$ cat src/sv/stt_pkg.sv
// ----------------------------------------------------------------------------
// stt_pkg
// Shared types, codes and helper functions of the source text tokenizer.
// ----------------------------------------------------------------------------
package stt_pkg;

  localparam int unsigned MaxTextBytes = 65536;
  localparam int unsigned OffsetCapInt = ((MaxTextBytes - 1) < 65535) ?
                                         (MaxTextBytes - 1) : 65535;
  localparam logic [15:0] OffsetCap    = 16'(OffsetCapInt);
  localparam logic [15:0] CountMax     = 16'hFFFF;

  // scan modes
  localparam logic [2:0] ModeEmpty      = 3'd0;
  localparam logic [2:0] ModeWord       = 3'd1;
  localparam logic [2:0] ModeSkip       = 3'd2;
  localparam logic [2:0] ModeSlashEmpty = 3'd3;
  localparam logic [2:0] ModeSlashWord  = 3'd4;
  localparam logic [2:0] ModeLine       = 3'd5;
  localparam logic [2:0] ModeBlock      = 3'd6;
  localparam logic [2:0] ModeStar       = 3'd7;

  // token kinds
  localparam logic [1:0] KindWord  = 2'd0;
  localparam logic [1:0] KindPunct = 2'd1;
  localparam logic [1:0] KindEnd   = 2'd2;

  // special bytes
  localparam logic [7:0] ChNul   = 8'h00;
  localparam logic [7:0] ChTab   = 8'h09;
  localparam logic [7:0] ChNl    = 8'h0A;
  localparam logic [7:0] ChSpace = 8'h20;
  localparam logic [7:0] ChStar  = 8'h2A;
  localparam logic [7:0] ChSlash = 8'h2F;

  localparam int unsigned ResPerByte = 3;
  localparam int unsigned QueueDepth = 4;
  localparam int unsigned QueuePtrW  = $clog2(QueueDepth);
  localparam int unsigned QueueCntW  = $clog2(QueueDepth + 1);

  typedef struct packed {
    logic [15:0] off;
    logic [15:0] line;
    logic [15:0] col;
  } pos_t;

  localparam pos_t PosReset = '{off: 16'd0, line: 16'd1, col: 16'd1};

  typedef struct packed {
    logic [1:0]  token_kind;
    logic [15:0] start_offset;
    logic [15:0] token_length;
    logic [15:0] line_number;
    logic [15:0] column_number;
    logic [7:0]  punct_char;
  } token_t;

  // all tokens caused by one byte, packed from index 0
  typedef struct packed {
    logic [1:0]                  count;
    token_t [ResPerByte-1:0]     recs;
  } bundle_t;

  function automatic logic is_punct(logic [7:0] c);
    logic r;
    unique case (c)
      8'h22, 8'h27, 8'h2B, 8'h2D, 8'h2A, 8'h2F, 8'h26, 8'h7C, 8'h5E,
      8'h7E, 8'h3C, 8'h3E, 8'h3D, 8'h21, 8'h3F, 8'h3A, 8'h3B, 8'h2C,
      8'h2E, 8'h28, 8'h29, 8'h7B, 8'h7D, 8'h5B, 8'h5D: r = 1'b1;
      default: r = 1'b0;
    endcase
    return r;
  endfunction

  // position after consuming byte c, all counters saturating
  function automatic pos_t advance_pos(pos_t p, logic [7:0] c);
    pos_t r;
    r = p;
    if (p.off < OffsetCap) r.off = p.off + 16'd1;
    if (c == ChNl) begin
      if (p.line < CountMax) r.line = p.line + 16'd1;
      r.col = 16'd1;
    end else if (p.col < CountMax) begin
      r.col = p.col + 16'd1;
    end
    return r;
  endfunction

endpackage

$ cat src/sv/stt_if.sv
// ----------------------------------------------------------------------------
// stt_if
// Handshake channels of the tokenizer: text bytes in, tokens out.
// ----------------------------------------------------------------------------
interface stt_char_if;
  logic       valid;
  logic       ready;
  logic [7:0] char_in;

  modport source (output valid, output char_in, input ready);
  modport sink   (input valid, input char_in, output ready);
endinterface

interface stt_token_if;
  logic        valid;
  logic        ready;
  logic [1:0]  token_kind;
  logic [15:0] start_offset;
  logic [15:0] token_length;
  logic [15:0] line_number;
  logic [15:0] column_number;
  logic [7:0]  punct_char;
  logic        last_result;

  modport source (output valid, output token_kind, output start_offset,
                  output token_length, output line_number, output column_number,
                  output punct_char, output last_result, input ready);
  modport sink   (input valid, input token_kind, input start_offset,
                  input token_length, input line_number, input column_number,
                  input punct_char, input last_result, output ready);
endinterface

$ cat src/sv/stt_front.sv
// ----------------------------------------------------------------------------
// stt_front
// Scanner: takes one byte a cycle while the queue has room, tracks mode and
// position, and builds the bundle of tokens that the byte causes.
// ----------------------------------------------------------------------------
module stt_front (
  input  logic              clk_i,
  input  logic              rst_ni,
  stt_char_if.sink          char_i,
  input  logic              full_i,
  output logic              push_o,
  output stt_pkg::bundle_t  bundle_o
);

  logic [2:0]     mode_q, mode_d;
  stt_pkg::pos_t  pos_q, pos_d;
  stt_pkg::pos_t  tpos_q, tpos_d;

  logic [7:0]     c;
  logic           accept;
  logic           slash, cmt_open, sep, punct, blank, in_cmt;
  logic           run_n, word_n, nb_end, nb_punct, nb_flush;
  stt_pkg::pos_t  p, p_adv;
  logic [15:0]    wlen;
  stt_pkg::token_t slot [stt_pkg::ResPerByte];
  logic [stt_pkg::ResPerByte-1:0] slot_v;
  logic [1:0]     n;

  assign c      = char_i.char_in;
  assign accept = char_i.valid && char_i.ready;
  assign char_i.ready = !full_i;

  always_comb begin
    slash    = (mode_q == stt_pkg::ModeSlashEmpty) || (mode_q == stt_pkg::ModeSlashWord);
    cmt_open = (c == stt_pkg::ChSlash) || (c == stt_pkg::ChStar);
    sep      = (c == stt_pkg::ChSpace) || (c == stt_pkg::ChNl);
    blank    = sep || (c == stt_pkg::ChTab);
    punct    = stt_pkg::is_punct(c);
    in_cmt   = (mode_q == stt_pkg::ModeLine) || (mode_q == stt_pkg::ModeBlock) ||
               (mode_q == stt_pkg::ModeStar);
    // a held slash is counted before the byte that follows it
    p        = slash ? stt_pkg::advance_pos(pos_q, stt_pkg::ChSlash) : pos_q;
    p_adv    = stt_pkg::advance_pos(p, c);

    run_n    = (slash && !cmt_open) || (mode_q == stt_pkg::ModeEmpty) ||
               (mode_q == stt_pkg::ModeWord) || (mode_q == stt_pkg::ModeSkip && !blank) ||
               (in_cmt && c == stt_pkg::ChNul);
    word_n   = (mode_q == stt_pkg::ModeWord);
    nb_end   = run_n && (c == stt_pkg::ChNul);
    nb_punct = run_n && (c != stt_pkg::ChNul) && (c != stt_pkg::ChSlash) && !sep && punct;
    nb_flush = run_n && word_n && (c != stt_pkg::ChSlash) &&
               ((c == stt_pkg::ChNul) || sep || punct);

    wlen = (pos_q.off >= tpos_q.off) ? (pos_q.off - tpos_q.off) : 16'd0;

    slot[0] = '{token_kind: stt_pkg::KindWord, start_offset: tpos_q.off,
                token_length: wlen, line_number: tpos_q.line,
                column_number: tpos_q.col, punct_char: 8'h00};
    slot[1] = '{token_kind: stt_pkg::KindPunct, start_offset: pos_q.off,
                token_length: 16'd1, line_number: pos_q.line,
                column_number: pos_q.col, punct_char: stt_pkg::ChSlash};
    if (nb_end) begin
      slot[2] = '{token_kind: stt_pkg::KindEnd, start_offset: 16'd0, token_length: 16'd0,
                  line_number: 16'd0, column_number: 16'd0, punct_char: 8'h00};
    end else begin
      slot[2] = '{token_kind: stt_pkg::KindPunct, start_offset: p.off,
                  token_length: 16'd1, line_number: p.line,
                  column_number: p.col, punct_char: c};
    end

    slot_v[0] = (slash && !cmt_open && mode_q == stt_pkg::ModeSlashWord) || nb_flush;
    slot_v[1] = slash && !cmt_open;
    slot_v[2] = nb_end || nb_punct;

    // pack the valid slots to the front
    n = 2'd0;
    bundle_o.recs = '0;
    for (int i = 0; i < stt_pkg::ResPerByte; i++) begin
      if (slot_v[i]) begin
        bundle_o.recs[n] = slot[i];
        n = n + 2'd1;
      end
    end
    bundle_o.count = n;
  end

  assign push_o = accept && (n != 2'd0);

  always_comb begin
    mode_d = mode_q;
    pos_d  = pos_q;
    tpos_d = tpos_q;
    priority if (run_n) begin
      priority if (c == stt_pkg::ChNul) begin
        mode_d = stt_pkg::ModeEmpty;
        pos_d  = stt_pkg::PosReset;
        tpos_d = stt_pkg::PosReset;
      end else if (c == stt_pkg::ChSlash) begin
        mode_d = word_n ? stt_pkg::ModeSlashWord : stt_pkg::ModeSlashEmpty;
      end else if (sep) begin
        mode_d = stt_pkg::ModeSkip;
        pos_d  = p_adv;
      end else if (punct) begin
        mode_d = stt_pkg::ModeEmpty;
        pos_d  = p_adv;
      end else begin
        if (!word_n) begin
          tpos_d = p;
          mode_d = stt_pkg::ModeWord;
        end
        pos_d = p_adv;
      end
    end else if (slash) begin
      mode_d = (c == stt_pkg::ChSlash) ? stt_pkg::ModeLine : stt_pkg::ModeStar;
      pos_d  = p_adv;
    end else begin
      pos_d = p_adv;
      unique case (mode_q)
        stt_pkg::ModeLine: begin
          if (c == stt_pkg::ChNl) mode_d = stt_pkg::ModeSkip;
        end
        stt_pkg::ModeBlock, stt_pkg::ModeStar: begin
          priority if (mode_q == stt_pkg::ModeStar && c == stt_pkg::ChSlash) begin
            mode_d = stt_pkg::ModeSkip;
          end else if (c == stt_pkg::ChStar) begin
            mode_d = stt_pkg::ModeStar;
          end else begin
            mode_d = stt_pkg::ModeBlock;
          end
        end
        default: begin
          mode_d = mode_q;
        end
      endcase
    end
  end

  always_ff @(posedge clk_i or negedge rst_ni) begin
    if (!rst_ni) begin
      mode_q <= stt_pkg::ModeEmpty;
      pos_q  <= stt_pkg::PosReset;
      tpos_q <= stt_pkg::PosReset;
    end else if (accept) begin
      mode_q <= mode_d;
      pos_q  <= pos_d;
      tpos_q <= tpos_d;
    end
  end

  a_end_restarts: assert property (@(posedge clk_i) disable iff (!rst_ni)
    (accept && c == stt_pkg::ChNul) |=>
      (mode_q == stt_pkg::ModeEmpty && pos_q == stt_pkg::PosReset))
    else $error("text end did not restart the scanner");

endmodule

$ cat src/sv/stt_queue.sv
// ----------------------------------------------------------------------------
// stt_queue
// Short queue of token bundles between the scanner and the token output.
// ----------------------------------------------------------------------------
module stt_queue (
  input  logic              clk_i,
  input  logic              rst_ni,
  input  logic              push_i,
  input  stt_pkg::bundle_t  bundle_i,
  output logic              full_o,
  input  logic              pop_i,
  output stt_pkg::bundle_t  head_o,
  output logic              empty_o
);

  stt_pkg::bundle_t                 mem_q [stt_pkg::QueueDepth];
  logic [stt_pkg::QueuePtrW-1:0]    wr_q, rd_q;
  logic [stt_pkg::QueueCntW-1:0]    cnt_q;

  assign full_o  = (cnt_q == stt_pkg::QueueCntW'(stt_pkg::QueueDepth));
  assign empty_o = (cnt_q == '0);
  assign head_o  = mem_q[rd_q];

  always_ff @(posedge clk_i) begin
    if (push_i) mem_q[wr_q] <= bundle_i;
  end

  always_ff @(posedge clk_i or negedge rst_ni) begin
    if (!rst_ni) begin
      wr_q  <= '0;
      rd_q  <= '0;
      cnt_q <= '0;
    end else begin
      if (push_i) wr_q <= wr_q + 1'b1;
      if (pop_i)  rd_q <= rd_q + 1'b1;
      if (push_i && !pop_i)      cnt_q <= cnt_q + 1'b1;
      else if (pop_i && !push_i) cnt_q <= cnt_q - 1'b1;
    end
  end

  a_no_overflow: assert property (@(posedge clk_i) disable iff (!rst_ni)
    push_i |-> !full_o)
    else $error("bundle queue overflow");

  a_no_underflow: assert property (@(posedge clk_i) disable iff (!rst_ni)
    pop_i |-> !empty_o)
    else $error("bundle queue underflow");

endmodule

$ cat src/sv/stt_back.sv
// ----------------------------------------------------------------------------
// stt_back
// Token output: walks through the head bundle one token a cycle into the
// output register while the output is not stalled.
// ----------------------------------------------------------------------------
module stt_back (
  input  logic              clk_i,
  input  logic              rst_ni,
  input  stt_pkg::bundle_t  head_i,
  input  logic              empty_i,
  output logic              pop_o,
  stt_token_if.source       token_o
);

  logic [1:0]       idx_q;
  logic             valid_q;
  stt_pkg::token_t  tok_q;
  logic             last_q;
  logic             load, is_last;

  assign load    = !empty_i && (!valid_q || token_o.ready);
  assign is_last = (idx_q == (head_i.count - 2'd1));
  assign pop_o   = load && is_last;

  always_ff @(posedge clk_i) begin
    if (load) begin
      tok_q  <= head_i.recs[idx_q];
      last_q <= is_last;
    end
  end

  always_ff @(posedge clk_i or negedge rst_ni) begin
    if (!rst_ni) begin
      valid_q <= 1'b0;
      idx_q   <= 2'd0;
    end else if (load) begin
      valid_q <= 1'b1;
      idx_q   <= is_last ? 2'd0 : idx_q + 2'd1;
    end else if (token_o.ready) begin
      valid_q <= 1'b0;
    end
  end

  assign token_o.valid         = valid_q;
  assign token_o.token_kind    = tok_q.token_kind;
  assign token_o.start_offset  = tok_q.start_offset;
  assign token_o.token_length  = tok_q.token_length;
  assign token_o.line_number   = tok_q.line_number;
  assign token_o.column_number = tok_q.column_number;
  assign token_o.punct_char    = tok_q.punct_char;
  assign token_o.last_result   = last_q;

  a_idx_in_bundle: assert property (@(posedge clk_i) disable iff (!rst_ni)
    !empty_i |-> (idx_q < head_i.count))
    else $error("token index beyond head bundle");

endmodule

$ cat src/sv/source_text_tokenizer_unit.sv
// ----------------------------------------------------------------------------
// source_text_tokenizer_unit
// Splits a byte stream of source text into word and punctuation tokens,
// drops comments and closes each text with an end marker.
// ----------------------------------------------------------------------------
//  channel   dir  carries                                  handshake
//  char_i    in   char_in, one text byte (0 ends text)     valid/ready
//  token_o   out  kind, offset, length, line, column,      valid/ready
//                 punct_char, last_result
//
// a byte is taken every cycle while the bundle queue (4 entries) has room
// one byte makes zero to three tokens; the scanner packs them into one queue
// entry and, while token_o is not stalled, the output stage sends one
// token per cycle from the queue head into the output register
// a stalled output fills the queue and then holds char_i.ready low
// reset puts the scanner at the start of a text with the queue empty
module source_text_tokenizer_unit (
  input  logic          clk_i,
  input  logic          rst_ni,
  stt_char_if.sink      char_i,
  stt_token_if.source   token_o
);

  logic              push, full, pop, empty;
  stt_pkg::bundle_t  bundle, head;

  stt_front u_front (
    .clk_i    (clk_i),
    .rst_ni   (rst_ni),
    .char_i   (char_i),
    .full_i   (full),
    .push_o   (push),
    .bundle_o (bundle)
  );

  stt_queue u_queue (
    .clk_i    (clk_i),
    .rst_ni   (rst_ni),
    .push_i   (push),
    .bundle_i (bundle),
    .full_o   (full),
    .pop_i    (pop),
    .head_o   (head),
    .empty_o  (empty)
  );

  stt_back u_back (
    .clk_i    (clk_i),
    .rst_ni   (rst_ni),
    .head_i   (head),
    .empty_i  (empty),
    .pop_o    (pop),
    .token_o  (token_o)
  );

endmodule
$ cat src/flat_wrapper.sv
// flat-port wrapper written by rule: the top's interface ports become plain ports
module source_text_tokenizer_unit_flat 
  (clk_i, rst_ni, char_i_valid, char_i_char_in, char_i_ready, token_o_valid, token_o_token_kind, token_o_start_offset, token_o_token_length, token_o_line_number, token_o_column_number, token_o_punct_char, token_o_last_result, token_o_ready);
  stt_char_if char_i_i ();
  stt_token_if token_o_i ();
  input  logic clk_i;
  input  logic rst_ni;
  input wire logic [$bits(char_i_i.valid)-1:0] char_i_valid;
  input wire logic [$bits(char_i_i.char_in)-1:0] char_i_char_in;
  output wire logic [$bits(char_i_i.ready)-1:0] char_i_ready;
  output wire logic [$bits(token_o_i.valid)-1:0] token_o_valid;
  output wire logic [$bits(token_o_i.token_kind)-1:0] token_o_token_kind;
  output wire logic [$bits(token_o_i.start_offset)-1:0] token_o_start_offset;
  output wire logic [$bits(token_o_i.token_length)-1:0] token_o_token_length;
  output wire logic [$bits(token_o_i.line_number)-1:0] token_o_line_number;
  output wire logic [$bits(token_o_i.column_number)-1:0] token_o_column_number;
  output wire logic [$bits(token_o_i.punct_char)-1:0] token_o_punct_char;
  output wire logic [$bits(token_o_i.last_result)-1:0] token_o_last_result;
  input wire logic [$bits(token_o_i.ready)-1:0] token_o_ready;
  assign char_i_i.valid = char_i_valid;
  assign char_i_i.char_in = char_i_char_in;
  assign char_i_ready = char_i_i.ready;
  assign token_o_valid = token_o_i.valid;
  assign token_o_token_kind = token_o_i.token_kind;
  assign token_o_start_offset = token_o_i.start_offset;
  assign token_o_token_length = token_o_i.token_length;
  assign token_o_line_number = token_o_i.line_number;
  assign token_o_column_number = token_o_i.column_number;
  assign token_o_punct_char = token_o_i.punct_char;
  assign token_o_last_result = token_o_i.last_result;
  assign token_o_i.ready = token_o_ready;
  source_text_tokenizer_unit u_core (.clk_i(clk_i), .rst_ni(rst_ni), .char_i(char_i_i), .token_o(token_o_i));
endmodule
$ cat config.mk
export PLATFORM = sky130hd
export DESIGN_NAME = source_text_tokenizer_unit_flat
export DESIGN_NICKNAME = d
export VERILOG_FILES = /design/src/sv/stt_pkg.sv /design/src/sv/stt_if.sv /design/src/sv/stt_front.sv /design/src/sv/stt_queue.sv /design/src/sv/stt_back.sv /design/src/sv/source_text_tokenizer_unit.sv /design/src/flat_wrapper.sv
export SDC_FILE = /design/constraint.sdc
export NUM_CORES = 1
export LEC_CHECK = 0
export BUFFER_PORTS_ARGS = -buffer_cell sky130_fd_sc_hd__buf_2
export CAP_MARGIN = 40
export CORE_ASPECT_RATIO = 1.5
export CORE_MARGIN = 5
export CORE_UTILIZATION = 35
export CTS_CLUSTER_SIZE = 16
export DETAILED_ROUTE_END_ITERATION = 8
export SLEW_MARGIN = 20
export SYNTH_ARGS = -nofsm -noshare
export SYNTH_HDL_FRONTEND = slang
export SYNTH_SLANG_ARGS = --single-unit
$ cat constraint.sdc
create_clock -name clk_i -period 10.1 [get_ports clk_i]
set_input_delay 2.525 -clock clk_i [delete_from_list [all_inputs] [get_ports clk_i]]
set_output_delay 2.525 -clock clk_i [all_outputs]
set_load 0.02 [all_outputs]
==> impl_metrics.yaml, run 1 <==
floorplanning:
  rows: 153
  fp.dieArea_um2: 124000
  fp.coreArea_um2: 116000
  initial_core_util: 0.353
  ios: 89
  die-height_um: 429
  die_x_um: 290
worst_setup_path:
  reg2reg_slack_ps: 3770
  crit_required_ps: 10390
  arrival_ps: 7580
  crit_fanout: 80
  setup.worst_path.start: "char_i_char_in[6]"
  rr_startpoint: "u_core.u_front.mode_q[0]"
  r2r_cells: 14
  crit_end: "u_core.u_queue.mem_q[0][219]"
  end_kind: "register"
  criticalPathCategory: "in2reg"
  critPathLaunchType: "input port"
  reg2reg_to: "u_core.u_queue.mem_q[3][55]"
clock_tree:
  clockRootBuffer: "clkbuf_16"
  cts_resized: 0
  clk_latency_ps: 680
  clock-sinks: 952
  cts_htree_levels: 3
  ctsHoldBuffers: 0
  cts_tree: "yes"
  clockBufferDepth: 3
  cts_made_buffers: 86
  postCtsSetupBuffers: 0
  cts.reportedPaths.clkPinSlew_ps: 60
pwr:
  power.leakage_nw: 15.7
  irDropWorstVdd_mv: 0.266
  combPwrFrac: 0.320
  clkPwrFrac: 0.255
  seq_power_share: 0.426
  netSwitchingPower_mw: 4.37
  swShare: 0.336
  powerDensity_nw_per_um2: 280
  internal-power_mw: 8.65
timing:
  min_period_ps: 7290
  setup_tns_ps: 0
  skew_ps: 30.4
  hold_violations: 0
  worst_slack_ps: 2810
  worst_pin_slew_ps: 1030
  min_period_over_period: 0.722
  final-setup-viol-count: 0
  maxSlewHeadroom: 0.314
  whs_ps: 479
  finalMaxSlewViolations: 0
  rsz0062_at_grt: "no"
  max_freq_mhz: 137
final_layout:
  drive_above_1_share: 0.199
  fin_nets: 2781
  fin_cells: 4358
  nFillCells: 10600
  area_growth_syn_to_layout_pct: 13.6
  ff_latch_area_um2: 28100
  multi_input_comb_area_um2: 12200
detailed_routing:
  drt-initial-drc-count: 1807
  drc: 0
  via_per_inst: 5.36
  avgRoutedWirePerCell_um: 23.6
  postRouteAntennaNets: 0
  first_pass_iters: 7
  wl_um: 103000
  vias: 23300
yosys:
  synth_edf_count: 843
  ys_types: 87
  syn_avg_cell_area_um2: 15.6
  syn_inst: 2635
  synth_ff_type: "edfxtp_1"
  synth-seq-area-share: 0.684
  yosysWarnings: 0
  async_flop_share: 0.114
  syn_area_um2: 41000
  yosys_register_bits: 952
grt:
  antenna_found_initial: 2
  grt_overflow: 0
  grt_pass1_vias: 24300
  grt_use_total: 0.164
  grt_max_degree: 142
  grt_pass1_wl_um: 156000
place:
  post-place-ws_ps: 2220
  placedCellCount: 4192
  port_buffers: 88
  hpwl_um: 65700
  place.gp.congestion: 0.891
worst_hold_path:
  hp-class: "reg2reg"
status:
  outcome: "finished, final reports clean"
flow_run:
  maxCapViolCount: 0
-- cell usage in the layout (no fill, tap or decap), types with 25 or more instances in the layout --
cell type    n
a21oi_1     48
and2_1      49
buf_2       93
buf_4       56
clkbuf_16   86
dfrtp_1    101
edfxtp_1   843
ha_1        31
inv_1       55
mux2i_1     75
mux4_2     192
nand2_1    251
nand3_1     55
nor2_1     147
nor2b_1     25
nor3_1      25
o21ai_0    170
o31ai_1     30
xnor2_1     28
-- area by class of cell --
class / count / share of cell area
flip-flops and latches: 952 / 0.602
multi-input cells: 1472 / 0.262
clock buffers: 110 / 0.0492
well taps: 1550 / 0.0416
repair buffers: 169 / 0.0284
clock inverters: 48 / 0.0114
inverters: 55 / 0.00443
diodes: 2 / 0.000107
-- metrics by stage --
| stage | power, mW | utilization | cell area, µm² |
|---|---|---|---|
| 6_report | 13.0 | 0.401 | 46600 |
| 5_1_grt | 13.7 | 0.401 | 46600 |
| 4_1_cts | 13.2 | 0.400 | 46500 |
| 3_5_place_dp | 9.84 | 0.376 | 43700 |
| 3_3_place_gp | 9.77 | 0.374 | 43400 |
| 2_1_floorplan | 8.33 | - | 41100 |
-- registers in the layout, indices dropped and copies added, names as in the netlist --
register / cells
u_core.u_back.idx_q: 2
u_core.u_back.token_o.column_number: 16
u_core.u_back.token_o.last_result: 1
u_core.u_back.token_o.line_number: 16
u_core.u_back.token_o.punct_char: 8
u_core.u_back.token_o.start_offset: 16
u_core.u_back.token_o.token_kind: 2
u_core.u_back.token_o.token_length: 16
u_core.u_back.token_o.valid: 1
u_core.u_front.mode_q: 3
u_core.u_front.pos_q: 48
u_core.u_front.slot: 48
u_core.u_queue.cnt_q: 3
u_core.u_queue.mem_q: 768
u_core.u_queue.rd_q: 2
u_core.u_queue.wr_q: 2
-- logic make-up (layout without fill, tap and decap cells) --
kind of cell	after synthesis	in the layout	synth area share
flip-flops	952	952	0.684
AND/OR/NAND/NOR	673	673	0.0787
AO/OA/AOI/OAI	426	426	0.0686
multiplexers	279	279	0.127
buffers and inverters	222	382	0.0211
XOR/XNOR	49	49	0.0105
adder cells (fa/ha/maj)	33	33	0.0104
other	1	14	0.0000914
-- worst max-delay path: stages --
cell and delay [ps]:
buf_2 190, nor3_1 620, nand3_1 280, and2_1 480
inv_1 290, o32a_1 460, nor2_1 180, ha_1 390
o21a_1 300, a221o_1 470, inv_1 160, and2_4 600
buf_12 440
-- synth_stat cells (4+ instances only) --
cell type  count  share of area
edfxtp_1     843           0.62
nand2_1      251          0.023
mux4_2       192           0.11
o21ai_0      171          0.021
nor2_1       148          0.014
clkbuf_1     116          0.011
dfrtp_1      105          0.064
mux2i_1       75          0.018
inv_1         55         0.0050
nand3_1       55         0.0067
and2_1        53         0.0081
a21oi_1       49         0.0060
buf_1         33         0.0030
ha_1          31         0.0095
o31ai_1       30         0.0055
xnor2_1       28         0.0060
nor2b_1       26         0.0040
nor3_1        25         0.0030
a22o_1        24         0.0051
a31oi_1       24         0.0037
xor2_1        21         0.0045
a221o_1       19         0.0046
and3_1        17         0.0026
nand4_1       17         0.0026
buf_2         16         0.0020
or2_2         13         0.0020
mux2_2        12         0.0033
or3_1         12         0.0018
nand2b_1      11         0.0017
a21o_1         9         0.0016
a32o_1         9         0.0022
nor4_1         9         0.0014
o21a_1         9         0.0016
a211oi_1       8         0.0015
o211ai_1       8         0.0015
a211o_1        7         0.0015
nor3b_1        5        0.00092
nor4_2         5         0.0015
o2111ai_1      5         0.0011
o22ai_1        5        0.00076
o311ai_0       5         0.0011
dfstp_2        4         0.0026
or4_1          4        0.00073
-- routing by layer --
metal  track usage  routed length [µm]
met3        0.0277                5380
met2         0.287               53000
met1         0.201               39900
met5             0                  12
met4        0.0685                4800
-- power by group through the flow --
stage                     combinational (mW)  sequential (mW)  clock [mW]
after global routing                    4.53             5.61        3.56
after global placement                  4.09             5.68           0
after detailed placement                4.18             5.66           0
final                                   4.16             5.55        3.32
after floorplan                         2.67             5.66           0
after CTS                               4.20             5.58        3.40
-- how the worst min path moves through the flow --
stage	startpoint	endpoint	slack (ps)	depth (start not counted)
finish	u_core.u_front.slot[167]	u_core.u_front.slot[167]	480	2
global route	u_core.u_front.slot[172]	u_core.u_front.slot[172]	500	2
floorplan	u_core.u_front.slot[162]	u_core.u_front.slot[162]	440	2
detailed placement	u_core.u_front.slot[169]	u_core.u_front.slot[169]	470	2
CTS	u_core.u_front.slot[168]	u_core.u_front.slot[168]	480	2
global placement	u_core.u_front.slot[169]	u_core.u_front.slot[169]	460	2
(Power assumes the default switching activity.)
==> run 2, diff against run 1 <==
Clock period 10.1 ns to 6.8 ns, I/O delays scaled along.
==> run 2 against run 1 <==
  * Utilization about the same
  * Clock power increased by 52%
  * Clock skew up 6.7 ps
  * Critical path type unchanged
  * Highest routed layer is now met4
==> impl_metrics.yaml, run 2 (same netlist as run 1, synthesis figures left out) <==
clock_tree:
  clockRootBuffer: "clkbuf_16"
  ctsHoldBuffers: 0
  cts_resized: 0
  cts_htree_levels: 3
  cts_made_buffers: 89
  clk_latency_ps: 680
  clock-sinks: 952
  postCtsSetupBuffers: 0
  cts.reportedPaths.clkPinSlew_ps: 70
  clockBufferDepth: 3
  cts_tree: "yes"
grt:
  grt_use_total: 0.162
  grt_overflow: 0
  grt_pass1_wl_um: 154000
  grt_pass1_vias: 24100
  grt_max_degree: 133
  antenna_found_initial: 2
worst_setup_path:
  end_kind: "register"
  cp.depth: 17
  crit_slowest_cell: "nor3_1"
  slowest_delay_ps: 640
  r2r_cells: 17
  worst-path-buf-inv: 4
  crit_chain: "buf_2, nor3_1, nand2_1, o22a_1, o32a_1, nor2_1, buf_4, ha_1, o21a_1, a221o_1, inv_1, ha_1, inv_1, fa_1, xor2_1, nor2_1, xor2_1"
  critPathLaunchType: "input port"
  criticalPathCategory: "in2reg"
  cp_top_family: "compound AO/OA/AOI/OAI gates"
  arrival_ps: 6220
  crit_required_ps: 7400
  crit_fanout: 14
timing:
  hold_violations: 0
  rsz0062_at_grt: "no"
  max_freq_mhz: 178
  final-setup-viol-count: 0
  min_period_ps: 5620
  finalMaxSlewViolations: 0
  min_period_over_period: 0.826
  maxSlewHeadroom: 0.340
  skew_ps: 37.1
  worst_pin_slew_ps: 990
pwr:
  irDropWorstVdd_mv: 0.322
  combPwrFrac: 0.313
  netSwitchingPower_mw: 6.44
  seq_power_share: 0.427
  swShare: 0.333
  clkPwrFrac: 0.260
  p_total_mw: 19.3
  power.leakage_nw: 15.7
  internal-power_mw: 12.9
  powerDensity_nw_per_um2: 415
final_layout:
  ff_latch_area_um2: 28100
  fin_nets: 2772
  fin_cells: 4355
  max_flop_register: "u_core.u_queue.mem_q"
  multi_input_comb_area_um2: 12200
  final_common_cell: "edfxtp_1"
  utilization: 0.401
  final_cell_mix: "edfxtp_1, nand2_1, mux4_2"
  largest_reg_flops: 768
  area_growth_syn_to_layout_pct: 13.5
  nFillCells: 10600
  drive_above_1_share: 0.195
detailed_routing:
  drt-initial-drc-count: 2038
  avgRoutedWirePerCell_um: 23.3
  first_pass_iters: 5
  postRouteAntennaNets: 0
  vias: 23300
  via_per_inst: 5.34
  drc: 0
  wl_um: 101000
flow_run:
  maxCapViolCount: 0
place:
  hpwl_um: 63600
  placedCellCount: 4184
  place.gp.congestion: 0.866
  port_buffers: 88
floorplanning:
  die-height_um: 429
  die_x_um: 290
  ios: 89
  initial_core_util: 0.353
  rows: 153
  fp.dieArea_um2: 124000
  fp.coreArea_um2: 116000
worst_hold_path:
  whs_path_depth: 2
  hp-class: "reg2reg"
status:
  outcome: "finished, final reports clean"
-- run 2: changes by cell type in the layout (fill, tap and decap cells not counted), sizes merged --
| cell | previous run | this run |
|---|---|---|
| clkinv | 23 | 33 |
| diode | 2 | 1 |
| bufinv | 9 | 7 |
| inv | 61 | 58 |
| clkbuf | 110 | 119 |
| clkinvlp | 10 | 6 |
| buf | 169 | 157 |
-- run 2: stage by stage --
| step | worst slack (ps) | setup TNS, ps | area, µm² | hold WS [ps] |
|---|---|---|---|---|
| 2_1_floorplan | -776 | -596920 | 41100 | 442 |
| 4_1_cts | 1290 | 0 | 46500 | 485 |
| 3_3_place_gp | 589 | 0 | 43500 | 462 |
| 3_5_place_dp | 563 | 0 | 43600 | 471 |
| 6_report | 1180 | 0 | 46600 | 481 |
| 5_1_grt | 870 | 0 | 46600 | 508 |
-- run 2: final cells by class --
| cell class | instances | share of cell area |
|---|---|---|
| Clock inverter | 49 | 0.0103 |
| Multi-Input combinational cell | 1472 | 0.262 |
| Clock buffer | 119 | 0.0529 |
| Tap cell | 1550 | 0.0416 |
| Timing Repair Buffer | 157 | 0.0257 |
| Inverter | 55 | 0.00443 |
| Sequential cell | 952 | 0.602 |
| Antenna cell | 1 | 0.0000537 |
-- run 2: per-layer routing --
metal | vias up | global-route usage | wire length [µm]
li1 | 10400 | - | -
met3 | 152 | 0.0232 | 4610
met2 | 595 | 0.287 | 53200
met4 | 0 | 0.0486 | 2530
met1 | 12100 | 0.207 | 41100
met5 | - | 0 | 0
-- run 2: path summary, 6_finish.rpt --
path                                          startpoint                       end  slack, ps
worst max-delay path                   char_i_char_in[6]   u_core.u_queue.cnt_q[2]       1180
worst min-delay path            u_core.u_front.slot[181]  u_core.u_front.slot[181]        480
worst max register to register  u_core.u_front.mode_q[0]   u_core.u_queue.cnt_q[2]       1780
worst min register to register  u_core.u_front.slot[181]  u_core.u_front.slot[181]        480
max in group asynchronous                         rst_ni  u_core.u_front.slot[219]       4690
min in group asynchronous                         rst_ni  u_core.u_front.slot[176]       1010
-- run 2: worst min-delay path, stage by stage (launching register included) --
cell and delay, ps:
dfrtp_1 340, nand2_1 40, o21ai_0 60
-- run 2: power by group through the flow --
stage	Combinational (mW)	Clock [mW]	Sequential [mW]
6_report	6.04	5.03	8.26
5_1_grt	6.58	5.42	8.37
4_1_cts	6.19	5.16	8.28
3_5_place_dp	6.16	0	8.39
3_3_place_gp	6.07	0	8.42
2_1_floorplan	3.96	0	8.41
==> run 3, diff against run 2 <==
Clock period 6.8 ns to 5.4 ns, I/O delays scaled along.
==> run 3 against run 2 <==
  * Combinational power grew 28%
  * Non-clock buffer count grew 40
  * Utilization grew 0.53 points
  * Setup slack lost 280 ps
  * Global-route usage shrank 0.095 points
  * Highest routed layer is now met5
  * Flip-flop and latch count is the same
  * Die area is the same
  * Register-to-register slack lost 760 ps
==> impl_metrics.yaml, run 3 (same netlist as run 1, synthesis figures left out) <==
worst_hold_path:
  hp-class: "reg2reg"
  whs_path_depth: 2
  hold_path.startpoint: "u_core.u_front.slot[161]"
detailed_routing:
  vias: 23200
  via_per_inst: 5.29
  first_pass_iters: 5
  drc: 0
  wl_um: 101000
  drt-initial-drc-count: 1899
  avgRoutedWirePerCell_um: 23.1
  postRouteAntennaNets: 0
final_layout:
  drive_above_1_share: 0.214
  multi_input_comb_area_um2: 12300
  nFillCells: 10500
  fin_nets: 2809
  ff_latch_area_um2: 28100
  final_cell_mix: "edfxtp_1, nand2_1, mux4_2"
  largest_reg_flops: 768
  final_common_cell: "edfxtp_1"
  area_growth_syn_to_layout_pct: 15.0
  max_flop_register: "u_core.u_queue.mem_q"
floorplanning:
  fp.coreArea_um2: 116000
  ios: 89
  fp.dieArea_um2: 124000
  die-height_um: 429
  die_x_um: 290
  rows: 153
  initial_core_util: 0.353
timing:
  final-setup-viol-count: 0
  worst_pin_slew_ps: 951
  finalMaxSlewViolations: 0
  whs_ps: 480
  worst_slack_ps: 902
  skew_ps: 30.0
  setup_tns_ps: 0
  min_period_ps: 4500
  maxSlewHeadroom: 0.366
  min_period_over_period: 0.833
  max_freq_mhz: 222
  rsz0062_at_grt: "no"
  hold_violations: 0
worst_setup_path:
  slowest_delay_ps: 420
  arrival_ps: 5100
  setup.worst_path.start: "char_i_char_in[5]"
  cp_top_family: "compound AO/OA/AOI/OAI gates"
  crit_required_ps: 6000
  end_kind: "register"
  crit_chain: "buf_2, inv_4, a221oi_2, o311ai_2, o22a_1, o32a_1, nor2_2, inv_1, ha_1, a221o_1, inv_2, ha_1, inv_1, fa_1, xor2_1, nor2_1, xor2_1"
  crit_slowest_cell: "a221o_1"
  rr_startpoint: "u_core.u_front.pos_q[32]"
  crit_fanout: 10
  worst-path-buf-inv: 5
  cp.depth: 17
  critPathLaunchType: "input port"
  r2r_cells: 12
  criticalPathCategory: "in2reg"
clock_tree:
  clockBufferDepth: 3
  postCtsSetupBuffers: 0
  clk_latency_ps: 690
  clock-sinks: 952
  cts_resized: 0
  clockRootBuffer: "clkbuf_16"
  cts_tree: "yes"
  ctsHoldBuffers: 0
  cts_made_buffers: 86
  cts_htree_levels: 3
  cts.reportedPaths.clkPinSlew_ps: 60
pwr:
  powerDensity_nw_per_um2: 526
  irDropWorstVdd_mv: 0.272
  power.leakage_nw: 16.1
grt:
  grt_overflow: 0
  grt_max_degree: 121
  grt_pass1_vias: 23900
  antenna_found_initial: 7
  grt_use_total: 0.161
  grt_pass1_wl_um: 152000
status:
  outcome: "finished, final reports clean"
place:
  port_buffers: 88
  place.gp.congestion: 0.906
  post-place-ws_ps: 241
  hpwl_um: 64900
flow_run:
  maxCapViolCount: 0
-- run 3: area by class of cell --
type / count / share of cell area
diodes: 2 / 0.000106
clock buffers: 110 / 0.0507
clock inverters: 50 / 0.0150
inverters: 55 / 0.00443
multi-input cells: 1472 / 0.260
flip-flops and latches: 952 / 0.595
well taps: 1550 / 0.0411
repair buffers: 197 / 0.0340
-- run 3: worst register-to-register path: cells and delay by family (launching register included) --
family / cells / cell delay, ps
adders and majority gates: 2 / 620
and+or+nand+nor: 2 / 840
DFF: 1 / 500
buffers and inverters: 2 / 300
AOI/OAI and AO/OA: 6 / 1810
-- run 3: final timing paths --
path | end | slack, ps
min in group asynchronous | u_core.u_front.slot[175] | 560
max in group asynchronous | u_core.u_front.slot[215] | 3860
min | u_core.u_front.slot[161] | 480
max | u_core.u_queue.cnt_q[2] | 900
min reg2reg | u_core.u_front.slot[161] | 480
max reg2reg | u_core.u_queue.mem_q[0][53] | 1020
-- run 3: per-stage QoR --
| step | utilization | power [mW] | cell area, µm² | cells |
|---|---|---|---|---|
| final | 0.406 | 24.8 | 47200 | 4388 |
| after floorplan | - | 15.6 | 41200 | 2646 |
| after CTS | 0.406 | 25.2 | 47200 | 4385 |
| after detailed placement | 0.379 | 18.5 | 44100 | 4225 |
| after global routing | 0.406 | 26.1 | 47200 | 4387 |
| after global placement | 0.378 | 18.4 | 43900 | 4220 |
-- run 3: where the power goes --
| part | switching [mW] | internal (mW) |
|---|---|---|
| clock | 2.77 | 3.89 |
| combinational | 4.66 | 3.09 |
| sequential | 0.722 | 9.68 |
| total | 8.15 | 16.7 |
-- run 3: metal layers --
layer / routed length [µm] / track usage
met5: 24 / 0
met4: 3190 / 0.0549
met3: 4490 / 0.0239
met2: 52700 / 0.285
met1: 40800 / 0.203
